`config.mk`:
```
export PLATFORM = sky130hd
export DESIGN_NAME = interval_set_difference
export DESIGN_NICKNAME = d
export VERILOG_FILES = /design/src/hw/rtl/isd_pkg.sv /design/src/hw/rtl/interval_set_difference.sv /design/src/hw/rtl/isd_ram.sv /design/src/hw/rtl/isd_front.sv /design/src/hw/rtl/isd_back.sv
export SDC_FILE = /design/constraint.sdc
export NUM_CORES = 2
export LEC_CHECK = 0
export BUFFER_PORTS_ARGS = -buffer_cell sky130_fd_sc_hd__buf_2
export CAP_MARGIN = 10
export CORE_MARGIN = 5
export CORE_UTILIZATION = 50
export DETAILED_ROUTE_END_ITERATION = 6
export PLACE_DENSITY = 0.75
export SLEW_MARGIN = 25
export SYNTH_ARGS = -nofsm -noshare
export SYNTH_HDL_FRONTEND = slang
export SYNTH_SLANG_ARGS = --single-unit
```
`constraint.sdc`:
```
create_clock -name clock -period 8.2 [get_ports clock]
set_input_delay 1.64 -clock clock [delete_from_list [all_inputs] [get_ports clock]]
set_output_delay 1.64 -clock clock [all_outputs]
set_load 0.01 [all_outputs]
```
`src/hw/rtl/isd_pkg.sv`:
```
`timescale 1ns / 1ps
// ----------------------------------------------------------------------------
// isd_pkg: shared types and constants for interval_set_difference
// Word layouts of both channels, the internal command word and the codes
// used between the front queue and the back walker.
// ----------------------------------------------------------------------------
package isd_pkg;

   // table capacity (at least 1)
   localparam int MAX_EXCLUSIONS = 32;

   localparam int POS_W  = 32;
   localparam int CUR_W  = POS_W + 1;
   localparam int EXCL_W = 2 * POS_W;
   localparam int IDX_W  = (MAX_EXCLUSIONS > 1) ? $clog2(MAX_EXCLUSIONS) : 1;
   localparam int CNT_W  = $clog2(MAX_EXCLUSIONS + 1);

   // request codes as they arrive on the input channel
   typedef enum logic [1:0] {
      REQ_CLEAR  = 2'd0,
      REQ_LOAD   = 2'd1,
      REQ_TRIM   = 2'd2,
      REQ_UNUSED = 2'd3
   } req_code_type;

   // classified commands handed to the back end
   typedef enum logic [1:0] {
      CMD_CLEAR = 2'd0,
      CMD_LOAD  = 2'd1,
      CMD_TRIM  = 2'd2,
      CMD_VOID  = 2'd3
   } cmd_code_type;

   typedef enum logic [1:0] {
      ST_IDLE  = 2'd0,
      ST_WALK  = 2'd1,
      ST_TAIL  = 2'd2,
      ST_FINAL = 2'd3
   } back_state_type;

   typedef struct packed {
      logic [1:0]       req_type;
      logic [POS_W-1:0] span_start;
      logic [POS_W-1:0] span_stop;
   } req_word_type;

   typedef struct packed {
      logic [POS_W-1:0] frag_start;
      logic [POS_W-1:0] frag_stop;
      logic             frag_present;
      logic             last;
      logic             table_overflowed;
   } rsp_word_type;

   typedef struct packed {
      cmd_code_type     cmd;
      logic [POS_W-1:0] start;
      logic [POS_W-1:0] stop;
   } cmd_word_type;

endpackage

```
`src/hw/rtl/interval_set_difference.sv`:
```
`timescale 1ns / 1ps
// ----------------------------------------------------------------------------
// interval_set_difference: trim ranges against a table of exclusions
// Request words push in on req_ (clear table, load exclusion, trim range);
// result words pop out on rsp_, one per remaining fragment of a trim, in
// ascending order, the final one with last set. A fully excluded or
// inverted range gives a single word with frag_present low.
// Clear and load give no result. A trim walks the table entries in the back
// end (at most MAX_EXCLUSIONS, one per cycle through the table RAM read
// port while the output does not stall), after it has passed through the
// two-entry command queue.
// Reset empties both queues and the table, and clears the overflow flag.
// When the receiver stalls, the walker holds one fragment back and one in
// the output register, then stops; the command queue keeps taking requests
// until it is full, and full then holds the sender.
// ----------------------------------------------------------------------------
module interval_set_difference (
   input  logic                  clock,
   input  logic                  reset,
   input  logic                  req_push,
   output logic                  req_full,
   input  isd_pkg::req_word_type req_word,
   output logic                  rsp_empty,
   input  logic                  rsp_pop,
   output isd_pkg::rsp_word_type rsp_word
);

   logic                  cmd_empty;
   logic                  cmd_pop;
   isd_pkg::cmd_word_type cmd_word;

   // intake and classification
   isd_front u_front (
      .clock    (clock),
      .reset    (reset),
      .req_push (req_push),
      .req_full (req_full),
      .req_word (req_word),
      .cmd_empty(cmd_empty),
      .cmd_pop  (cmd_pop),
      .cmd_word (cmd_word)
   );

   // table and walker
   isd_back u_back (
      .clock    (clock),
      .reset    (reset),
      .cmd_empty(cmd_empty),
      .cmd_pop  (cmd_pop),
      .cmd_word (cmd_word),
      .rsp_empty(rsp_empty),
      .rsp_pop  (rsp_pop),
      .rsp_word (rsp_word)
   );

endmodule

```
`src/hw/rtl/isd_ram.sv`:
```
`timescale 1ns / 1ps
// ----------------------------------------------------------------------------
// isd_ram: generic single write, single read RAM
// One write port and one read port with registered read data; the read
// register holds its value while no read is issued.
// ----------------------------------------------------------------------------
module isd_ram #(
   parameter int WIDTH = 64,
   parameter int DEPTH = 32
) (
   input  logic                                        clock,
   input  logic                                        wr_en,
   input  logic [((DEPTH > 1) ? $clog2(DEPTH) : 1)-1:0] wr_addr,
   input  logic [WIDTH-1:0]                            wr_data,
   input  logic                                        rd_en,
   input  logic [((DEPTH > 1) ? $clog2(DEPTH) : 1)-1:0] rd_addr,
   output logic [WIDTH-1:0]                            rd_data
);

   logic [WIDTH-1:0] mem_ff [DEPTH];
   logic [WIDTH-1:0] rd_data_ff;

   // write port and registered read port
   always_ff @(posedge clock) begin
      if (wr_en) begin
         mem_ff[wr_addr] <= wr_data;
      end
      if (rd_en) begin
         rd_data_ff <= mem_ff[rd_addr];
      end
   end

   assign rd_data = rd_data_ff;

endmodule

```
`src/hw/rtl/isd_front.sv`:
```
`timescale 1ns / 1ps
// ----------------------------------------------------------------------------
// isd_front: request intake and classification
// Accepts request words, drops those that do nothing (unused code, inverted
// exclusion), marks inverted ranges as void and queues the rest in a
// two-entry command queue for the back end.
// ----------------------------------------------------------------------------
module isd_front (
   input  logic                 clock,
   input  logic                 reset,
   input  logic                 req_push,
   output logic                 req_full,
   input  isd_pkg::req_word_type req_word,
   output logic                 cmd_empty,
   input  logic                 cmd_pop,
   output isd_pkg::cmd_word_type cmd_word
);

   isd_pkg::cmd_word_type slot_ff [2];
   logic                  wr_ptr_ff;
   logic                  rd_ptr_ff;
   logic [1:0]            fill_ff;
   logic [1:0]            fill_in;
   logic                  accept;
   logic                  keep;
   logic                  do_push;
   logic                  do_pop;
   isd_pkg::cmd_word_type cls_word;

   assign accept = req_push && !req_full;

   // classify the incoming word
   always_comb begin
      keep           = 1'b0;
      cls_word.cmd   = isd_pkg::CMD_CLEAR;
      cls_word.start = req_word.span_start;
      cls_word.stop  = req_word.span_stop;
      unique case (isd_pkg::req_code_type'(req_word.req_type))
         isd_pkg::REQ_CLEAR: begin
            keep = 1'b1;
         end
         isd_pkg::REQ_LOAD: begin
            keep         = req_word.span_start <= req_word.span_stop;
            cls_word.cmd = isd_pkg::CMD_LOAD;
         end
         isd_pkg::REQ_TRIM: begin
            keep         = 1'b1;
            cls_word.cmd = (req_word.span_start <= req_word.span_stop) ?
                           isd_pkg::CMD_TRIM : isd_pkg::CMD_VOID;
         end
         isd_pkg::REQ_UNUSED: begin
            keep = 1'b0;
         end
         default: begin
            keep = 1'b0;
         end
      endcase
   end

   assign do_push = accept && keep;
   assign do_pop  = cmd_pop && !cmd_empty;
   assign fill_in = fill_ff + {1'b0, do_push} - {1'b0, do_pop};

   // advance queue pointers and fill level
   always_ff @(posedge clock) begin
      if (reset) begin
         wr_ptr_ff <= 1'b0;
         rd_ptr_ff <= 1'b0;
         fill_ff   <= 2'd0;
      end else begin
         if (do_push) begin
            wr_ptr_ff <= !wr_ptr_ff;
         end
         if (do_pop) begin
            rd_ptr_ff <= !rd_ptr_ff;
         end
         fill_ff <= fill_in;
      end
   end

   // hold queued command words
   always_ff @(posedge clock) begin
      if (do_push) begin
         slot_ff[wr_ptr_ff] <= cls_word;
      end
   end

   assign req_full  = fill_ff == 2'd2;
   assign cmd_empty = fill_ff == 2'd0;
   assign cmd_word  = slot_ff[rd_ptr_ff];

endmodule

```
`src/hw/rtl/isd_back.sv`:
```
`timescale 1ns / 1ps
// ----------------------------------------------------------------------------
// isd_back: exclusion table and range walker
// Owns the exclusion table, executes clear and load commands, and walks the
// table one entry a cycle for each trim while the output does not stall,
// holding one fragment back so that the final one can carry the last mark.
// ----------------------------------------------------------------------------
module isd_back (
   input  logic                  clock,
   input  logic                  reset,
   input  logic                  cmd_empty,
   output logic                  cmd_pop,
   input  isd_pkg::cmd_word_type cmd_word,
   output logic                  rsp_empty,
   input  logic                  rsp_pop,
   output isd_pkg::rsp_word_type rsp_word
);

   isd_pkg::back_state_type state_ff, state_in;
   logic [isd_pkg::CNT_W-1:0] count_ff, count_in;
   logic                      overflow_ff, overflow_in;
   logic [isd_pkg::CNT_W-1:0] rd_idx_ff, rd_idx_in;
   logic [isd_pkg::CUR_W-1:0] cursor_ff, cursor_in;
   logic [isd_pkg::POS_W-1:0] stop_ff, stop_in;
   logic                      pend_vld_ff, pend_vld_in;
   logic [isd_pkg::POS_W-1:0] pend_start_ff, pend_start_in;
   logic [isd_pkg::POS_W-1:0] pend_stop_ff, pend_stop_in;
   logic                      out_vld_ff, out_vld_in;
   isd_pkg::rsp_word_type     out_ff, out_in;

   logic                       wr_en;
   logic                       rd_en;
   logic [isd_pkg::IDX_W-1:0]  rd_addr;
   logic [isd_pkg::EXCL_W-1:0] rd_data;

   logic [isd_pkg::CUR_W-1:0] es_x;
   logic [isd_pkg::CUR_W-1:0] ee_x;
   logic [isd_pkg::CUR_W-1:0] rs_x;
   logic                      past_end;
   logic                      hit;
   logic                      gap;
   logic                      out_ready;
   logic                      emit_req;
   logic [isd_pkg::POS_W-1:0] emit_start;
   logic [isd_pkg::POS_W-1:0] emit_stop;
   logic                      stall;
   logic                      push_out;
   isd_pkg::rsp_word_type     push_word;

   // exclusion table: start in the upper half, stop in the lower
   isd_ram #(
      .WIDTH(isd_pkg::EXCL_W),
      .DEPTH(isd_pkg::MAX_EXCLUSIONS)
   ) u_table (
      .clock  (clock),
      .wr_en  (wr_en),
      .wr_addr(count_ff[isd_pkg::IDX_W-1:0]),
      .wr_data({cmd_word.start, cmd_word.stop}),
      .rd_en  (rd_en),
      .rd_addr(rd_addr),
      .rd_data(rd_data)
   );

   // compare the current entry against cursor and range end
   assign es_x      = {1'b0, rd_data[isd_pkg::EXCL_W-1:isd_pkg::POS_W]};
   assign ee_x      = {1'b0, rd_data[isd_pkg::POS_W-1:0]};
   assign rs_x      = {1'b0, stop_ff};
   assign past_end  = cursor_ff > rs_x;
   assign hit       = !(ee_x < cursor_ff || es_x > rs_x);
   assign gap       = es_x > cursor_ff;
   assign out_ready = !out_vld_ff || rsp_pop;

   // fragment produced this cycle, if any
   always_comb begin
      emit_req   = 1'b0;
      emit_start = cursor_ff[isd_pkg::POS_W-1:0];
      emit_stop  = stop_ff;
      unique case (state_ff)
         isd_pkg::ST_WALK: begin
            emit_req  = !past_end && hit && gap;
            emit_stop = rd_data[isd_pkg::EXCL_W-1:isd_pkg::POS_W] - 1'b1;
         end
         isd_pkg::ST_TAIL: begin
            emit_req = !past_end;
         end
         isd_pkg::ST_IDLE, isd_pkg::ST_FINAL: begin
            emit_req = 1'b0;
         end
         default: begin
            emit_req = 1'b0;
         end
      endcase
   end

   assign stall = emit_req && pend_vld_ff && !out_ready;

   // next state and datapath control
   always_comb begin
      state_in      = state_ff;
      count_in      = count_ff;
      overflow_in   = overflow_ff;
      rd_idx_in     = rd_idx_ff;
      cursor_in     = cursor_ff;
      stop_in       = stop_ff;
      pend_vld_in   = pend_vld_ff;
      pend_start_in = pend_start_ff;
      pend_stop_in  = pend_stop_ff;
      cmd_pop       = 1'b0;
      wr_en         = 1'b0;
      rd_en         = 1'b0;
      rd_addr       = rd_idx_ff[isd_pkg::IDX_W-1:0];
      push_out      = 1'b0;
      push_word     = '0;

      // retire the held fragment and keep the new one back
      if (emit_req && !stall) begin
         if (pend_vld_ff) begin
            push_out                   = 1'b1;
            push_word.frag_start       = pend_start_ff;
            push_word.frag_stop        = pend_stop_ff;
            push_word.frag_present     = 1'b1;
            push_word.last             = 1'b0;
            push_word.table_overflowed = overflow_ff;
         end
         pend_vld_in   = 1'b1;
         pend_start_in = emit_start;
         pend_stop_in  = emit_stop;
      end

      unique case (state_ff)
         isd_pkg::ST_IDLE: begin
            if (!cmd_empty) begin
               cmd_pop = 1'b1;
               unique case (cmd_word.cmd)
                  isd_pkg::CMD_CLEAR: begin
                     count_in = '0;
                  end
                  isd_pkg::CMD_LOAD: begin
                     if (count_ff >= isd_pkg::CNT_W'(isd_pkg::MAX_EXCLUSIONS)) begin
                        overflow_in = 1'b1;
                     end else begin
                        wr_en    = 1'b1;
                        count_in = count_ff + 1'b1;
                     end
                  end
                  isd_pkg::CMD_TRIM: begin
                     cursor_in   = {1'b0, cmd_word.start};
                     stop_in     = cmd_word.stop;
                     pend_vld_in = 1'b0;
                     if (count_ff != '0) begin
                        rd_en     = 1'b1;
                        rd_addr   = '0;
                        rd_idx_in = isd_pkg::CNT_W'(1);
                        state_in  = isd_pkg::ST_WALK;
                     end else begin
                        state_in = isd_pkg::ST_TAIL;
                     end
                  end
                  isd_pkg::CMD_VOID: begin
                     pend_vld_in = 1'b0;
                     state_in    = isd_pkg::ST_FINAL;
                  end
                  default: begin
                     state_in = isd_pkg::ST_IDLE;
                  end
               endcase
            end
         end
         isd_pkg::ST_WALK: begin
            if (past_end) begin
               state_in = isd_pkg::ST_TAIL;
            end else if (!stall) begin
               if (hit) begin
                  cursor_in = ee_x + 1'b1;
               end
               if (rd_idx_ff < count_ff) begin
                  rd_en     = 1'b1;
                  rd_idx_in = rd_idx_ff + 1'b1;
               end else begin
                  state_in = isd_pkg::ST_TAIL;
               end
            end
         end
         isd_pkg::ST_TAIL: begin
            if (!stall) begin
               state_in = isd_pkg::ST_FINAL;
            end
         end
         isd_pkg::ST_FINAL: begin
            // close the range: held fragment with last, or the empty marker
            if (out_ready) begin
               push_out                   = 1'b1;
               push_word.frag_start       = pend_vld_ff ? pend_start_ff : '0;
               push_word.frag_stop        = pend_vld_ff ? pend_stop_ff : '0;
               push_word.frag_present     = pend_vld_ff;
               push_word.last             = 1'b1;
               push_word.table_overflowed = overflow_ff;
               pend_vld_in                = 1'b0;
               state_in                   = isd_pkg::ST_IDLE;
            end
         end
         default: begin
            state_in = isd_pkg::ST_IDLE;
         end
      endcase

      // output register
      out_vld_in = out_vld_ff;
      out_in     = out_ff;
      if (push_out) begin
         out_vld_in = 1'b1;
         out_in     = push_word;
      end else if (rsp_pop) begin
         out_vld_in = 1'b0;
      end
   end

   // state register
   always_ff @(posedge clock) begin
      if (reset) begin
         state_ff <= isd_pkg::ST_IDLE;
      end else begin
         state_ff <= state_in;
      end
   end

   // control registers
   always_ff @(posedge clock) begin
      if (reset) begin
         count_ff    <= '0;
         overflow_ff <= 1'b0;
         pend_vld_ff <= 1'b0;
         out_vld_ff  <= 1'b0;
      end else begin
         count_ff    <= count_in;
         overflow_ff <= overflow_in;
         pend_vld_ff <= pend_vld_in;
         out_vld_ff  <= out_vld_in;
      end
   end

   // payload registers
   always_ff @(posedge clock) begin
      rd_idx_ff     <= rd_idx_in;
      cursor_ff     <= cursor_in;
      stop_ff       <= stop_in;
      pend_start_ff <= pend_start_in;
      pend_stop_ff  <= pend_stop_in;
      out_ff        <= out_in;
   end

   assign rsp_empty = !out_vld_ff;
   assign rsp_word  = out_ff;

endmodule

```
==> implementation parameters <==
Parameter                              Value

STA
  Slew headroom ... between 10% and 20%
  Final Setup Violations ... 0
  Tmin final ... 5.15 ns
  Final worst clock skew ... between 0.07 and 0.08 ns
  Worst-Margin Slew ... between 1 and 1.5 ns
  Max Clock Freq ... about 190 MHz
  Final WS setup ... a little over 3 ns
  Final count of pins violating max slew ... 0
  Final count of hold timing violations ... 0
  Unrepaired setup endpoints after global routing ... false
  Total Negative Setup Slacks ... 0 ns
  Final clock period utilization by the worst path ... 62.8%

Clock network
  # hold bufs at CTS ... 0
  Cts bufs inserted ... between 200 and 250
  CTS tree ... done
  Deepest clock path buffer count ... 3
  Clock latency of the later-clocked register in the worst-skew pair ... about 0.90 ns
  Buffers inserted by post-CTS timing repair ... 0
  Root Driver ... sky130_fd_sc_hd__clkbuf_16
  Maximum level of the CTS H-tree ... 4
  Clock-pin slew on the worst setup and hold paths ... roughly 0.07 ns
  Cells resized by post-CTS repair ... 0
  Clock sink count ... roughly 2500

GRT
  Overall fraction of global-route tracks in use ... 27.8%
  Number of antenna violations at the first check in global routing ... 12
  Global-route wire length before repair ... 429 mm
  Final global-route overflow total ... 0
  Number of global-route vias before repair ... around 62000
  Maximum number of pins on one net before global-route repair ... approximately 150

Layout
  Layout Nets ... between 7000 and 8000
  Top library cells by usage in the layout, fill and taps aside ... sky130_fd_sc_hd__edfxtp_1 (2446), sky130_fd_sc_hd__nand2_1 (988), sky130_fd_sc_hd__nand3_1 (584)
  Area added between synthesis and finish ... 11.5%
  Share of layout cells above drive strength 1 ... a little under an eighth
  Leading cell type in the layout, fill and taps excluded ... sky130_fd_sc_hd__edfxtp_1
  Non-Filler Cell Area, Final ... 113000 sq um

Worst setup path
  Critical Path End Type ... flip-flop
  CP Data Arrival Time ... around 5.6 ns
  Element type at the critical path start ... flip-flop
  Critical path peak fanout ... 47
  Setup CP Type ... flip-flop to flip-flop
  CP required ... a little under 9 ns

Detailed routing
  Met3 layer wire length in the routed design ... about 47 mm
  Routed length on met2 ... ~130 mm
  Post-DRT Antenna Nets ... 0
  DRT iter0 DRCs ... about 10000
  Iteration count of the initial detailed-routing pass ... 7
  Topmost layer with routed signal wires ... met5
  DRT Wirelength ... ~300 mm
  Wire per inst ... about 30 um
  DRC violation count after routing ... 5
  Met1 routed wirelength after detailed routing ... 107 mm
  Routed via count ... ~65000
  Vias per cell ... roughly 6.5

Min path
  Class of the tightest hold or removal check ... flip-flop to flip-flop

Placed design
  Final GP Congestion ... about 0.93
  DP Worst Slack ... between 2 and 3 ns
  DP Area ... between 100000 and 150000 sq um
  Half-perimeter wire length after detailed placement ... around 170 mm
  Port-buffer cells ... 138

Synthesis
  Largest cells by area after synthesis ... sky130_fd_sc_hd__edfxtp_1 (73%), sky130_fd_sc_hd__nand2_1 (3.7%), sky130_fd_sc_hd__nand3_1 (2.9%)
  Sequential area share after synthesis ... 73.0%
  Post-synthesis cell type with the largest combined area ... sky130_fd_sc_hd__edfxtp_1
  Post-synth EDFFs ... ~2400
  Net count after synthesis ... about 7300
  Mapped Area ... 101000 sq um
  Ys flop type ... sky130_fd_sc_hd__edfxtp_1
  Fraction of synthesized cell area taken by the top area cell type ... between 70% and 80%
  Cell variety after synth ... 70
  Count of synthesis-stage warnings from yosys ... 0
  Syn avg cell area ... ~14 sq um
  Flip-flop and latch count after synthesis ... between 2000 and 2500
  Post-synth ARST share ... 0%
  Post-Synthesis Cells ... approximately 7000

Floorplanning
  Starting Density ... approximately 50%
  Floorplan Core Area ... ~200000 sq um
  Die width ... 460 um
  Io pins ... roughly 140
  Die Span Y ... approximately 460 um
  Area enclosed by the die boundary ... around 210000 sq um
  Number of rows in the core area ... 165

Outcome
  Outcome ... complete, but fails checks
  Violated checks ... DRC

Pwr
  Lkg Pwr ... about 38 nW
  Worst IR drop on VDD ... between 200 and 300 uV
  PnR Total Power ... about 36 mW
  Pwr per Cell Area ... ~320 nW/um^2

Run
  Count of maximum capacitance violations ... 0
==> per-stage QoR <==
| step | util, % | hold WS (ns) | instances |
|---|---|---|---|
| floorplan | - | 0.437 | 7026 |
| global placement | 52.0 | 0.497 | 9515 |
| detailed placement | 52.1 | 0.506 | 9522 |
| CTS | 55.8 | 0.535 | 9956 |
| global route | 55.9 | 0.543 | 9957 |
| finish | 55.9 | 0.540 | 9965 |
==> where the power goes <==
part | total (mW) | switching, mW | internal (mW)
clock | 10.7 | 4.68 | 6.03
sequential | 15.5 | 0.426 | 15.1
combinational | 9.83 | 6.94 | 2.90
total | 36.0 | 12.0 | 24.0
==> cell type report <==
class	count	area, sq um
Fill cell	15200	89000
Sequential cell	2462	73800
Multi-Input combinational cell	3971	25200
Clock buffer	285	6080
Tap cell	2672	3340
Timing Repair Buffer	276	2270
Clock inverter	149	1490
Inverter	142	538
Antenna cell	8	20.0
==> logic make-up after synthesis <==
logic type / share of synthesized area, %
flip-flops: 73.0
AND/OR/NAND/NOR: 10.0
AO/OA/AOI/OAI: 7.41
buffers and inverters: 2.50
multiplexers: 4.24
adder cells (fa/ha/maj): 2.24
XOR/XNOR: 0.563
==> state kept, by name, indices dropped and copies added (netlist names), 32 cells and up, named ones only <==
register,cells
u_back.u_table.mem_ff,2048
u_front.slot_ff,132
u_back.rsp_word,67
u_back.u_table.rd_data,64
u_back.cursor_ff,33
u_back.pend_start_ff,32
u_back.pend_stop_ff,32
u_back.stop_ff,32
==> routing by layer <==
| metal | up-vias | track usage [%] |
|---|---|---|
| li1 | 27000 | - |
| met1 | 31900 | 36.8 |
| met2 | 5128 | 41.6 |
| met3 | 871 | 10.4 |
| met4 | 2 | 12.0 |
| met5 | - | 0 |
==> critical path: stages, from the launching register on <==
cell and delay (ns):
sky130_fd_sc_hd__dfxtp_1 0.37, sky130_fd_sc_hd__inv_1 0.12, sky130_fd_sc_hd__ha_1 0.59, sky130_fd_sc_hd__o21a_1 0.56
sky130_fd_sc_hd__nand2_1 0.21, sky130_fd_sc_hd__nor3_1 0.46, sky130_fd_sc_hd__nand2_1 0.58, sky130_fd_sc_hd__nor2_4 0.78
sky130_fd_sc_hd__buf_4 0.96
==> synth_stat cells, types with 140 or more instances <==
cell / count
sky130_fd_sc_hd__nand3_1: 584
sky130_fd_sc_hd__a21oi_1: 172
sky130_fd_sc_hd__edfxtp_1: 2446
sky130_fd_sc_hd__a211oi_1: 200
sky130_fd_sc_hd__o211ai_1: 179
sky130_fd_sc_hd__mux2i_1: 171
sky130_fd_sc_hd__nor2_1: 387
sky130_fd_sc_hd__clkbuf_1: 288
sky130_fd_sc_hd__nand2_1: 993
sky130_fd_sc_hd__a31oi_1: 155
sky130_fd_sc_hd__inv_1: 140
sky130_fd_sc_hd__ha_1: 181
==> path summary, 6_finish.rpt <==
check / end / depth (start not counted) / from / slack [ns]
worst min register to register: u_back.rsp_word[26] / 2 / u_back.pend_stop_ff[23] / 0.54
worst min-delay path: u_back.rsp_word[26] / 2 / u_back.pend_stop_ff[23] / 0.54
worst max register to register: u_back.u_table.mem_ff[27][7] / 8 / u_back.state_ff[0] / 3.05
worst max-delay path: u_back.u_table.mem_ff[27][7] / 8 / u_back.state_ff[0] / 3.05
Power figures use the tool's default switching activity.
